### config.mk
export PLATFORM = sky130hd
export DESIGN_NAME = png_header_chunk_scanner_unit_flat
export DESIGN_NICKNAME = d
export VERILOG_FILES = /design/src/hw/rtl/pngcs_pkg.sv /design/src/hw/rtl/pngcs_in_if.sv /design/src/hw/rtl/pngcs_out_if.sv /design/src/hw/rtl/pngcs_core.sv /design/src/hw/rtl/png_header_chunk_scanner_unit.sv /design/src/flat_wrapper.sv
export SDC_FILE = /design/constraint.sdc
export NUM_CORES = 1
export LEC_CHECK = 0
export BUFFER_PORTS_ARGS = -buffer_cell sky130_fd_sc_hd__buf_2
export CELL_PAD_IN_SITES_DETAIL_PLACEMENT = 0
export CELL_PAD_IN_SITES_GLOBAL_PLACEMENT = 1
export CORE_UTILIZATION = 33
export DETAILED_ROUTE_END_ITERATION = 6
export PLACE_DENSITY_LB_ADDON = 0.25
export SLEW_MARGIN = 20
export SYNTH_ARGS = -nofsm -noshare
export SYNTH_HDL_FRONTEND = slang
export SYNTH_HIERARCHICAL = 1
export SYNTH_SLANG_ARGS = --single-unit
### constraint.sdc
create_clock -name clk -period 25.7 [get_ports clk]
set_input_delay 0 -clock clk [delete_from_list [all_inputs] [get_ports clk]]
set_output_delay 0 -clock clk [all_outputs]
set_load 0.05 [all_outputs]
### src/hw/rtl/pngcs_pkg.sv
// Shared types, constants and helpers for the PNG chunk header scanner.
package pngcs_pkg;

  // Scan phases
  localparam logic [2:0] PH_SIG       = 3'd0;
  localparam logic [2:0] PH_IHDR_LEN  = 3'd1;
  localparam logic [2:0] PH_IHDR_TYPE = 3'd2;
  localparam logic [2:0] PH_IHDR_DATA = 3'd3;
  localparam logic [2:0] PH_SKIP      = 3'd4;
  localparam logic [2:0] PH_LEN       = 3'd5;
  localparam logic [2:0] PH_TYPE      = 3'd6;

  // Result status codes
  localparam logic [2:0] ST_OK         = 3'd0;
  localparam logic [2:0] ST_EXIF       = 3'd1;
  localparam logic [2:0] ST_BAD_SIG    = 3'd2;
  localparam logic [2:0] ST_BAD_LEN    = 3'd3;
  localparam logic [2:0] ST_NOT_IHDR   = 3'd4;
  localparam logic [2:0] ST_BAD_COLOUR = 3'd5;
  localparam logic [2:0] ST_TRUNC      = 3'd6;

  localparam logic [31:0] TAG_IHDR = 32'h4948_4452;
  localparam logic [31:0] TAG_EXIF = 32'h6558_4966;
  localparam logic [31:0] TAG_IEND = 32'h4945_4E44;

  localparam logic [31:0] IHDR_DATA_LEN = 32'd13;
  localparam logic [3:0]  IHDR_LAST_IDX = 4'd12;
  localparam logic [3:0]  IHDR_COLOUR_IDX = 4'd9;
  localparam logic [32:0] CRC_LEN = 33'd4;
  localparam logic [31:0] OFFSET_MAX = 32'hFFFF_FFFF;

  localparam logic [7:0] PNG_MAGIC [8] = '{8'd137, 8'd80, 8'd78, 8'd71,
                                           8'd13, 8'd10, 8'd26, 8'd10};

  typedef struct packed {
    logic [2:0]  status;
    logic [31:0] image_width;
    logic [31:0] image_height;
    logic [7:0]  colour_kind;
    logic [2:0]  channel_count;
    logic [31:0] exif_offset;
    logic [31:0] exif_length;
  } scan_result_t;

  // Channel count for a colour type; zero flags an unsupported type.
  function automatic logic [2:0] channels_of(input logic [7:0] kind,
                                             input logic count_alpha);
    logic [2:0] chans;
    case (kind)
      8'd0:       chans = 3'd1;
      8'd4:       chans = 3'd1 + {2'b00, count_alpha};
      8'd2, 8'd3: chans = 3'd3;
      8'd6:       chans = 3'd3 + {2'b00, count_alpha};
      default:    chans = 3'd0;
    endcase
    return chans;
  endfunction

endpackage

### src/hw/rtl/pngcs_in_if.sv
// Byte stream channel: one file byte and its end-of-file mark per transfer.
interface pngcs_in_if;
  logic       valid;
  logic       ready;
  logic [7:0] data_byte;
  logic       last_byte;

  modport source (output valid, output data_byte, output last_byte, input ready);
  modport sink   (input valid, input data_byte, input last_byte, output ready);
endinterface

### src/hw/rtl/pngcs_out_if.sv
// Result channel: one scan result per file.
interface pngcs_out_if;
  logic        valid;
  logic        ready;
  logic [2:0]  status;
  logic [31:0] image_width;
  logic [31:0] image_height;
  logic [7:0]  colour_kind;
  logic [2:0]  channel_count;
  logic [31:0] exif_offset;
  logic [31:0] exif_length;

  modport source (output valid, output status, output image_width, output image_height,
                  output colour_kind, output channel_count, output exif_offset,
                  output exif_length, input ready);
  modport sink   (input valid, input status, input image_width, input image_height,
                  input colour_kind, input channel_count, input exif_offset,
                  input exif_length, output ready);
endinterface

### src/hw/rtl/pngcs_core.sv
// Per-byte chunk walker: file state registers and the next-state/result logic.
module pngcs_core (
  input  logic                   clk,
  input  logic                   rst,
  input  logic                   step,
  input  logic [7:0]             data_byte,
  input  logic                   last_byte,
  input  logic                   count_alpha,
  output logic                   emit,
  output pngcs_pkg::scan_result_t res
);
  import pngcs_pkg::*;

  logic [2:0]  phase, phase_next;
  logic [3:0]  idx, idx_next;
  logic [31:0] file_offset, file_offset_next;
  logic [32:0] skip_rem, skip_rem_next;
  logic [31:0] chunk_len, chunk_len_next;
  logic [31:0] chunk_tag, chunk_tag_next;
  logic [31:0] width_r, width_r_next;
  logic [31:0] height_r, height_r_next;
  logic [7:0]  colour, colour_next;
  logic        sent;

  logic        emit_c;
  logic [2:0]  status_c;
  logic [2:0]  chans_c;
  logic [31:0] xoff_c, xlen_c;
  logic [31:0] len_shift, type_shift;
  logic [32:0] skip_dec;

  assign len_shift  = {chunk_len[23:0], data_byte};
  assign type_shift = {chunk_tag[23:0], data_byte};
  assign skip_dec   = (skip_rem != 33'd0) ? skip_rem - 33'd1 : skip_rem;

  always_comb begin
    phase_next       = phase;
    idx_next         = idx;
    file_offset_next = (file_offset == OFFSET_MAX) ? file_offset : file_offset + 32'd1;
    skip_rem_next    = skip_rem;
    chunk_len_next   = chunk_len;
    chunk_tag_next   = chunk_tag;
    width_r_next     = width_r;
    height_r_next    = height_r;
    colour_next      = colour;
    emit_c           = 1'b0;
    status_c         = ST_OK;
    chans_c          = 3'd0;
    xoff_c           = 32'd0;
    xlen_c           = 32'd0;

    case (phase)
      PH_SIG: begin
        if (data_byte != PNG_MAGIC[idx[2:0]]) begin
          emit_c   = 1'b1;
          status_c = ST_BAD_SIG;
        end else if (idx >= 4'd7) begin
          idx_next   = 4'd0;
          phase_next = PH_IHDR_LEN;
        end else begin
          idx_next = idx + 4'd1;
        end
      end
      PH_IHDR_LEN: begin
        chunk_len_next = len_shift;
        if (idx >= 4'd3) begin
          idx_next = 4'd0;
          if (len_shift != IHDR_DATA_LEN) begin
            emit_c   = 1'b1;
            status_c = ST_BAD_LEN;
          end else begin
            phase_next = PH_IHDR_TYPE;
          end
        end else begin
          idx_next = idx + 4'd1;
        end
      end
      PH_IHDR_TYPE: begin
        chunk_tag_next = type_shift;
        if (idx >= 4'd3) begin
          idx_next = 4'd0;
          if (type_shift != TAG_IHDR) begin
            emit_c   = 1'b1;
            status_c = ST_NOT_IHDR;
          end else begin
            phase_next = PH_IHDR_DATA;
          end
        end else begin
          idx_next = idx + 4'd1;
        end
      end
      PH_IHDR_DATA: begin
        if (idx < 4'd4) begin
          width_r_next = {width_r[23:0], data_byte};
        end else if (idx < 4'd8) begin
          height_r_next = {height_r[23:0], data_byte};
        end else if (idx == IHDR_COLOUR_IDX) begin
          colour_next = data_byte;
        end
        if (idx >= IHDR_LAST_IDX) begin
          idx_next      = 4'd0;
          skip_rem_next = CRC_LEN;
          phase_next    = PH_SKIP;
        end else begin
          idx_next = idx + 4'd1;
        end
      end
      PH_SKIP: begin
        skip_rem_next = skip_dec;
        if (skip_dec == 33'd0) begin
          idx_next   = 4'd0;
          phase_next = PH_LEN;
        end
      end
      PH_LEN: begin
        chunk_len_next = len_shift;
        if (idx >= 4'd3) begin
          idx_next   = 4'd0;
          phase_next = PH_TYPE;
        end else begin
          idx_next = idx + 4'd1;
        end
      end
      PH_TYPE: begin
        chunk_tag_next = type_shift;
        if (idx >= 4'd3) begin
          idx_next = 4'd0;
          if (type_shift == TAG_EXIF || type_shift == TAG_IEND) begin
            emit_c  = 1'b1;
            chans_c = channels_of(colour, count_alpha);
            if (chans_c == 3'd0) begin
              status_c = ST_BAD_COLOUR;
            end else if (type_shift == TAG_EXIF) begin
              status_c = ST_EXIF;
              xoff_c   = file_offset_next;
              xlen_c   = chunk_len;
            end else begin
              status_c = ST_OK;
            end
          end else begin
            skip_rem_next = {1'b0, chunk_len} + CRC_LEN;
            phase_next    = PH_SKIP;
          end
        end else begin
          idx_next = idx + 4'd1;
        end
      end
      default: begin
        phase_next = PH_SIG;
        idx_next   = 4'd0;
      end
    endcase

    // A final byte that settles nothing still closes the file.
    if (!emit_c && last_byte) begin
      emit_c   = 1'b1;
      status_c = (phase_next == PH_SIG) ? ST_BAD_SIG : ST_TRUNC;
    end
    if (status_c != ST_OK && status_c != ST_EXIF) begin
      chans_c = 3'd0;
      xoff_c  = 32'd0;
      xlen_c  = 32'd0;
    end
  end

  assign emit              = step && !sent && emit_c;
  assign res.status        = status_c;
  assign res.image_width   = width_r_next;
  assign res.image_height  = height_r_next;
  assign res.colour_kind   = colour_next;
  assign res.channel_count = chans_c;
  assign res.exif_offset   = xoff_c;
  assign res.exif_length   = xlen_c;

  always_ff @(posedge clk) begin
    if (rst || (step && last_byte)) begin
      phase       <= PH_SIG;
      idx         <= 4'd0;
      file_offset <= 32'd0;
      skip_rem    <= 33'd0;
      chunk_len   <= 32'd0;
      chunk_tag   <= 32'd0;
      width_r     <= 32'd0;
      height_r    <= 32'd0;
      colour      <= 8'd0;
      sent        <= 1'b0;
    end else if (step && !sent) begin
      phase       <= phase_next;
      idx         <= idx_next;
      file_offset <= file_offset_next;
      skip_rem    <= skip_rem_next;
      chunk_len   <= chunk_len_next;
      chunk_tag   <= chunk_tag_next;
      width_r     <= width_r_next;
      height_r    <= height_r_next;
      colour      <= colour_next;
      sent        <= emit_c;
    end
  end

  a_last_clears: assert property (@(posedge clk) disable iff (rst)
    step && last_byte |=> phase == PH_SIG && idx == 4'd0 && !sent && file_offset == 32'd0)
    else $error("final byte did not return the scanner to start of file");

  a_skip_nonzero: assert property (@(posedge clk) disable iff (rst)
    phase == PH_SKIP |-> skip_rem != 33'd0)
    else $error("skip phase entered with nothing to skip");

  a_one_result: assert property (@(posedge clk) disable iff (rst)
    sent |-> !emit)
    else $error("second result for the same file");

  a_error_fields: assert property (@(posedge clk) disable iff (rst)
    emit && res.status != ST_OK && res.status != ST_EXIF |->
      res.channel_count == 3'd0 && res.exif_offset == 32'd0 && res.exif_length == 32'd0)
    else $error("error result carries channel or eXIf fields");

endmodule

### src/hw/rtl/png_header_chunk_scanner_unit.sv
// PNG chunk header scanner: top level with configuration and result register.
//
// Feed a PNG file on file_bytes one byte per transfer, with last_byte set on
// the final byte. The block checks the signature, requires IHDR with length
// 13 first, keeps width, height and colour type, then skips chunk bodies and
// CRCs until an eXIf or IEND type is seen. Each file produces exactly one
// transfer on scan_result; bytes after the deciding one are taken and dropped
// until last_byte, which rearms the block for the next file.
// Throughput: one byte per cycle while no stalled result holds the output register.
// The result is valid in the cycle after the deciding byte's transfer.
// A result waiting in the output register blocks new bytes only while the
// sink stalls it; bytes are accepted when that register is empty or draining.
// cfg_wr_en/cfg_wr_data set count_alpha (reset 1); write it between files.
// Reset (rst, synchronous) returns the scanner to start of file and empties
// the output register.
module png_header_chunk_scanner_unit (
  input  logic       clk,
  input  logic       rst,
  input  logic       cfg_wr_en,
  input  logic       cfg_wr_data,
  pngcs_in_if.sink   file_bytes,
  pngcs_out_if.source scan_result
);
  import pngcs_pkg::*;

  logic         count_alpha;
  logic         step;
  logic         emit;
  scan_result_t res;
  scan_result_t res_q;
  logic         out_valid;

  assign file_bytes.ready = !out_valid || scan_result.ready;
  assign step = file_bytes.valid && file_bytes.ready;

  pngcs_core u_core (
    .clk         (clk),
    .rst         (rst),
    .step        (step),
    .data_byte   (file_bytes.data_byte),
    .last_byte   (file_bytes.last_byte),
    .count_alpha (count_alpha),
    .emit        (emit),
    .res         (res)
  );

  always_ff @(posedge clk) begin
    if (rst) begin
      count_alpha <= 1'b1;
    end else if (cfg_wr_en) begin
      count_alpha <= cfg_wr_data;
    end
  end

  always_ff @(posedge clk) begin
    if (rst) begin
      out_valid <= 1'b0;
    end else if (emit) begin
      out_valid <= 1'b1;
    end else if (scan_result.ready) begin
      out_valid <= 1'b0;
    end
  end

  // Payload needs no reset; load only with a new result.
  always_ff @(posedge clk) begin
    if (emit) begin
      res_q <= res;
    end
  end

  assign scan_result.valid         = out_valid;
  assign scan_result.status        = res_q.status;
  assign scan_result.image_width   = res_q.image_width;
  assign scan_result.image_height  = res_q.image_height;
  assign scan_result.colour_kind   = res_q.colour_kind;
  assign scan_result.channel_count = res_q.channel_count;
  assign scan_result.exif_offset   = res_q.exif_offset;
  assign scan_result.exif_length   = res_q.exif_length;

  a_no_overwrite: assert property (@(posedge clk) disable iff (rst)
    emit |-> !out_valid || scan_result.ready)
    else $error("result register overwritten while stalled");

  a_emit_shows: assert property (@(posedge clk) disable iff (rst)
    emit |=> scan_result.valid)
    else $error("result not presented after the deciding byte");

  a_stall_blocks: assert property (@(posedge clk) disable iff (rst)
    out_valid && !scan_result.ready |-> !step)
    else $error("byte taken while a stalled result holds the output");

endmodule

### src/flat_wrapper.sv
// flat-port wrapper written by rule: the top's interface ports become plain ports
module png_header_chunk_scanner_unit_flat import pngcs_pkg::*;
  (clk, rst, cfg_wr_en, cfg_wr_data, file_bytes_valid, file_bytes_data_byte, file_bytes_last_byte, file_bytes_ready, scan_result_valid, scan_result_status, scan_result_image_width, scan_result_image_height, scan_result_colour_kind, scan_result_channel_count, scan_result_exif_offset, scan_result_exif_length, scan_result_ready);
  pngcs_in_if file_bytes_i ();
  pngcs_out_if scan_result_i ();
  input  logic clk;
  input  logic rst;
  input  logic cfg_wr_en;
  input  logic cfg_wr_data;
  input wire logic [$bits(file_bytes_i.valid)-1:0] file_bytes_valid;
  input wire logic [$bits(file_bytes_i.data_byte)-1:0] file_bytes_data_byte;
  input wire logic [$bits(file_bytes_i.last_byte)-1:0] file_bytes_last_byte;
  output wire logic [$bits(file_bytes_i.ready)-1:0] file_bytes_ready;
  output wire logic [$bits(scan_result_i.valid)-1:0] scan_result_valid;
  output wire logic [$bits(scan_result_i.status)-1:0] scan_result_status;
  output wire logic [$bits(scan_result_i.image_width)-1:0] scan_result_image_width;
  output wire logic [$bits(scan_result_i.image_height)-1:0] scan_result_image_height;
  output wire logic [$bits(scan_result_i.colour_kind)-1:0] scan_result_colour_kind;
  output wire logic [$bits(scan_result_i.channel_count)-1:0] scan_result_channel_count;
  output wire logic [$bits(scan_result_i.exif_offset)-1:0] scan_result_exif_offset;
  output wire logic [$bits(scan_result_i.exif_length)-1:0] scan_result_exif_length;
  input wire logic [$bits(scan_result_i.ready)-1:0] scan_result_ready;
  assign file_bytes_i.valid = file_bytes_valid;
  assign file_bytes_i.data_byte = file_bytes_data_byte;
  assign file_bytes_i.last_byte = file_bytes_last_byte;
  assign file_bytes_ready = file_bytes_i.ready;
  assign scan_result_valid = scan_result_i.valid;
  assign scan_result_status = scan_result_i.status;
  assign scan_result_image_width = scan_result_i.image_width;
  assign scan_result_image_height = scan_result_i.image_height;
  assign scan_result_colour_kind = scan_result_i.colour_kind;
  assign scan_result_channel_count = scan_result_i.channel_count;
  assign scan_result_exif_offset = scan_result_i.exif_offset;
  assign scan_result_exif_length = scan_result_i.exif_length;
  assign scan_result_i.ready = scan_result_ready;
  png_header_chunk_scanner_unit u_core (.clk(clk), .rst(rst), .cfg_wr_en(cfg_wr_en), .cfg_wr_data(cfg_wr_data), .file_bytes(file_bytes_i), .scan_result(scan_result_i));
endmodule
==> summary.md <==
| Metric | Value |
|---|---|
| Via count of the routed design | 13,137 |
| Category of the worst setup path capture point | flop |
| Initial antenna violation count | 0 |
| Outcome | finished, final reports clean |
| Number of top-level pins | 159 |
| CTS sink cnt | 345 |
| Minimum clock period after layout | 4650 ps |
| Detail Route Antenna Nets | 0 |
| Max-cap check violation count | 0 |
| Clock Skews | 21.5 ps |
| Part of the Yosys area used for sequential elements | 51.3% |
| Cell area after technology mapping | 16,200 sq um |
| Peak VDD IR | 0.0453 mV |
| Overall overflow remaining after global route | 0 |
| Predominant post-synthesis flop cell | sky130_fd_sc_hd__dfxtp_1 |
| Share of cell area taken by muxes after synthesis | 5.38% |
| Remaining design rule violation count | 0 |
| Critical register-to-register path endpoint | u_core/scan_result.valid |
| Antenna diode count | 0 |
| Number of CTS-inserted buffers | 41 |
| Fraction of registers with async set or reset after synthesis | 0% |
| Final weighted congestion in routability-driven placement | 0.845 |
| Synthesized Nets | 1,775 |
| Clock Power Share | 42.6% |
| Routed Wire Length | 46,800 um |
| Via count of the first global-routing pass | 12,547 |
| Source of the worst register-to-register timing path | u_core/u_core/chunk_tag[4] |
| Syn_area_per_cell | 9.26 sq um |
| Clock latency at the later pin of the worst-skew pair | 570 ps |
| Setup violation total in the final timing report | 0 |
| Category of the critical setup timing path | flop to flop |
| Critical Path Source Type | flop |
| RSZ-0062 raised after global routing | no |
| Post-synthesis to final-layout area growth | 17.6% |
| Max Buffers Root-to-Sink | 3 |
| Placeable core region | 48,100 sq um |
| Synth cell types | 74 |
| Final clock period utilization by the worst path | 18.1% |
| Total power draw | 1.41 mW |
| Combinational share of power | 13.3% |
| Count of final max-slew check failures | 0 |
| Horizontal extent of the die | 224 um |
| Pre-Repair DR Iteration Count | 5 |
| Post-Synth Simple-Gate Area | 24.6% |
| Sequential power share | 44.1% |
| Complex-gate fraction of the synthesized area | 9.48% |
| Data required time at the worst endpoint | 26,210 ps |
| Reg clk slew, reported paths | 60 ps |
| Vias per Instance | 5.16 |
| Die outline area | 50,000 sq um |
| Global-route wire length before repair | 72,000 um |
| Average wire per cell in the routed design | 18.4 um |
| Yosys reg bits | 345 |
| Normalized max-slew margin | 31.8% |
| Int Power | 1.01 mW |
| Biggest fanout along the worst timing path | 73 |
| Floorplan row count | 80 |
| Final nets | 1,884 |
| Die H | 224 um |
| Static leakage | 6.92 nW |
| Post-synth EDFFs | 142 |
| Fraction of layout instances using a drive strength above 1 | 17.8% |
| Setup TNS Final | 0 ps |
| FF-to-FF setup slack | 21,050 ps |
| Count of mapped cells out of synthesis | 1,751 |
| Worst hold path class | input port to flop |
| Startpoint of the worst setup timing path | u_core/u_core/chunk_tag[4] |
| Pin count of the biggest net entering global routing | 75 |
| Power Dens Cells | 73.8 nW/um^2 |
| Data arrival at the endpoint of the critical path | 5170 ps |
| Number of buffer cells added on primary ports | 158 |
| Global-route usage over all layers | 18.4% |
| Number of gates given a new drive strength after cts | 0 |
| Post-detail-place hpwl | 30,800 um |
| Transition at the pin with the smallest max-transition slack | 1010 ps |
| Post-Synth XOR/XNOR Area | 5.02% |
| Capturing element of the worst setup path | u_core/scan_result.valid |
| Detailed Route Iter0 Violations | 727 |
| Net switching fraction of the power | 28.1% |
| Clock tree from TritonCTS | built |
| R2R depth | 12 |
| Number of warnings printed during yosys synthesis | 6 |
| Count of H-tree levels built during CTS | 2 |
| Net switching power | 0.396 mW |
| Initial core utilization | 33.7% |
| Total count of hold-check failures in the final report | 0 |
| Synth Area in Adders | 0.694% |
| Dominant combinational cell family by area after synthesis | simple AND/OR/NAND/NOR gates |
| Buffer cell driving the clock tree root | sky130_fd_sc_hd__clkbuf_16 |
| Highest clock rate | 215 MHz |
[placed cells by master (no fill, tap or decap), types with 7 or more instances in the layout]
master,n
sky130_fd_sc_hd__nor2_1,279
sky130_fd_sc_hd__dfxtp_1,203
sky130_fd_sc_hd__nand2_1,198
sky130_fd_sc_hd__buf_2,158
sky130_fd_sc_hd__edfxtp_1,142
sky130_fd_sc_hd__nor3_1,111
sky130_fd_sc_hd__a21oi_1,100
sky130_fd_sc_hd__mux2_2,73
sky130_fd_sc_hd__o21ai_0,53
sky130_fd_sc_hd__xnor2_1,49
sky130_fd_sc_hd__xor2_1,44
sky130_fd_sc_hd__nand3_1,43
sky130_fd_sc_hd__clkbuf_16,42
sky130_fd_sc_hd__and2_1,39
sky130_fd_sc_hd__nor4_1,25
sky130_fd_sc_hd__nand4_1,25
sky130_fd_sc_hd__inv_1,21
sky130_fd_sc_hd__or3_1,21
sky130_fd_sc_hd__buf_4,17
sky130_fd_sc_hd__dlygate4sd3_1,13
sky130_fd_sc_hd__and3_1,13
sky130_fd_sc_hd__or4_1,11
sky130_fd_sc_hd__a22oi_1,11
sky130_fd_sc_hd__clkbuf_1,10
sky130_fd_sc_hd__nand2b_1,9
sky130_fd_sc_hd__o32ai_1,9
sky130_fd_sc_hd__ha_1,9
sky130_fd_sc_hd__nor4b_1,8
sky130_fd_sc_hd__and4_1,8
sky130_fd_sc_hd__clkinv_2,7
sky130_fd_sc_hd__a31oi_1,7
sky130_fd_sc_hd__o2111ai_1,7
[power by group through the flow]
stage / registers [mW] / clock network [mW] / logic [mW]
finish: 0.622 / 0.600 / 0.187
global route: 0.625 / 0.637 / 0.199
CTS: 0.622 / 0.616 / 0.187
detailed placement: 0.633 / 0 / 0.185
global placement: 0.633 / 0 / 0.184
floorplan: 0.705 / 0 / 0.0684
[metrics by stage]
step | cells | area, sq um | worst slack (ps) | util [%] | hold WS (ps)
floorplan | 1751 | 16200 | 16670 | - | 69.1
global placement | 2459 | 17500 | 21130 | 36.4 | 203
detailed placement | 2459 | 17500 | 21030 | 36.4 | 205
CTS | 2547 | 19000 | 20550 | 39.6 | 151
global route | 2548 | 19100 | 20680 | 39.6 | 204
finish | 2548 | 19100 | 21050 | 39.6 | 189
[final cells by class]
class / instances / area (sq um)
Timing Repair Buffer: 189 / 1080
Tap cell: 656 / 821
Clock inverter: 23 / 295
Sequential cell: 345 / 8330
Inverter: 22 / 82.6
Fill cell: 4797 / 29100
Clock buffer: 52 / 1090
Multi-Input combinational cell: 1261 / 7380
[cells in the mapped netlist (all sizes together) (6+ instances only)]
cell / instances / area share [%]
nor2: 281 / 6.5
dfxtp: 203 / 25
nand2: 199 / 4.6
edfxtp: 142 / 26
nor3: 112 / 3.5
clkbuf: 109 / 2.5
a21oi: 101 / 3.1
mux2: 73 / 5.1
o21ai: 53 / 1.6
xnor2: 49 / 2.6
xor2: 44 / 2.4
nand3: 43 / 1.3
and2: 39 / 1.5
nor4: 28 / 1.2
nand4: 26 / 1.0
inv: 21 / 0.49
or3: 21 / 0.81
buf: 14 / 0.42
and3: 13 / 0.50
or4: 13 / 0.65
a22oi: 11 / 0.51
nand2b: 11 / 0.47
ha: 9 / 0.69
nor4b: 9 / 0.52
o32ai: 9 / 0.49
and4: 8 / 0.43
a31oi: 7 / 0.27
nor2b: 7 / 0.27
o2111ai: 7 / 0.38
a211oi: 6 / 0.28
o22ai: 6 / 0.23
[worst max-delay path, stage by stage (launching register included)]
cell and delay [ps]:
sky130_fd_sc_hd__dfxtp_1 320, sky130_fd_sc_hd__nor4b_1 470, sky130_fd_sc_hd__nand4_1 220, sky130_fd_sc_hd__o22ai_1 270, sky130_fd_sc_hd__nand2_1 140, sky130_fd_sc_hd__o21ai_0 160, sky130_fd_sc_hd__a31oi_1 170, sky130_fd_sc_hd__a21oi_4 560
sky130_fd_sc_hd__buf_4 580, sky130_fd_sc_hd__buf_4 840, sky130_fd_sc_hd__inv_1 100, sky130_fd_sc_hd__a21oi_1 150, sky130_fd_sc_hd__dlygate4sd3_1 560
[per-layer routing]
metal  routed length [um]  up-vias  GRT usage, %
met5                    0        -             0
met4                 1110        0          6.76
met3                 2880       64          4.49
met2                22400      319          30.1
met1                20400     6342          23.4
li1                     -     6412             -
[registers in the layout, summed over array words and instances, names as in the netlist, 3 cells and up]
| name | flops |
|---|---|
| u_core/scan_result.image_height | 32 |
| u_core/scan_result.colour_kind | 8 |
| u_core/scan_result.status | 3 |
| u_core/u_core/width_r | 32 |
| u_core/scan_result.exif_offset | 32 |
| u_core/u_core/height_r | 32 |
| u_core/u_core/skip_rem | 33 |
| u_core/u_core/chunk_len | 32 |
| u_core/scan_result.exif_length | 32 |
| u_core/u_core/colour | 8 |
| u_core/scan_result.channel_count | 3 |
| u_core/u_core/chunk_tag | 24 |
| u_core/u_core/file_offset | 32 |
| u_core/u_core/phase | 3 |
| u_core/u_core/idx | 4 |
| u_core/scan_result.image_width | 32 |
[cell families (layout without fill, tap and decap cells)]
logic type	after synthesis	count (layout)
AO/OA/AOI/OAI	247	247
XOR/XNOR	93	93
adder cells (fa/ha/maj)	9	9
buffers and inverters	145	286
flip-flops	345	345
multiplexers	78	78
AND/OR/NAND/NOR	834	834
[how the worst min path moves through the flow]
stage | start | endpoint | cells after the start
after floorplan | rst | u_core/scan_result.valid | 1
after global placement | cfg_wr_data | u_core/count_alpha | 2
after detailed placement | cfg_wr_data | u_core/count_alpha | 2
after CTS | cfg_wr_en | u_core/count_alpha | 3
after global routing | cfg_wr_en | u_core/count_alpha | 3
final | cfg_wr_en | u_core/count_alpha | 3
[timing repair]
| item | in CTS | in global routing |
|---|---|---|
| buffers inserted | 0 | 0 |
| hold buffers | 13 | 0 |
| endpoints found under the hold margin | 28 | 0 |
No activity file was read; power rests on OpenSTA's default activity.
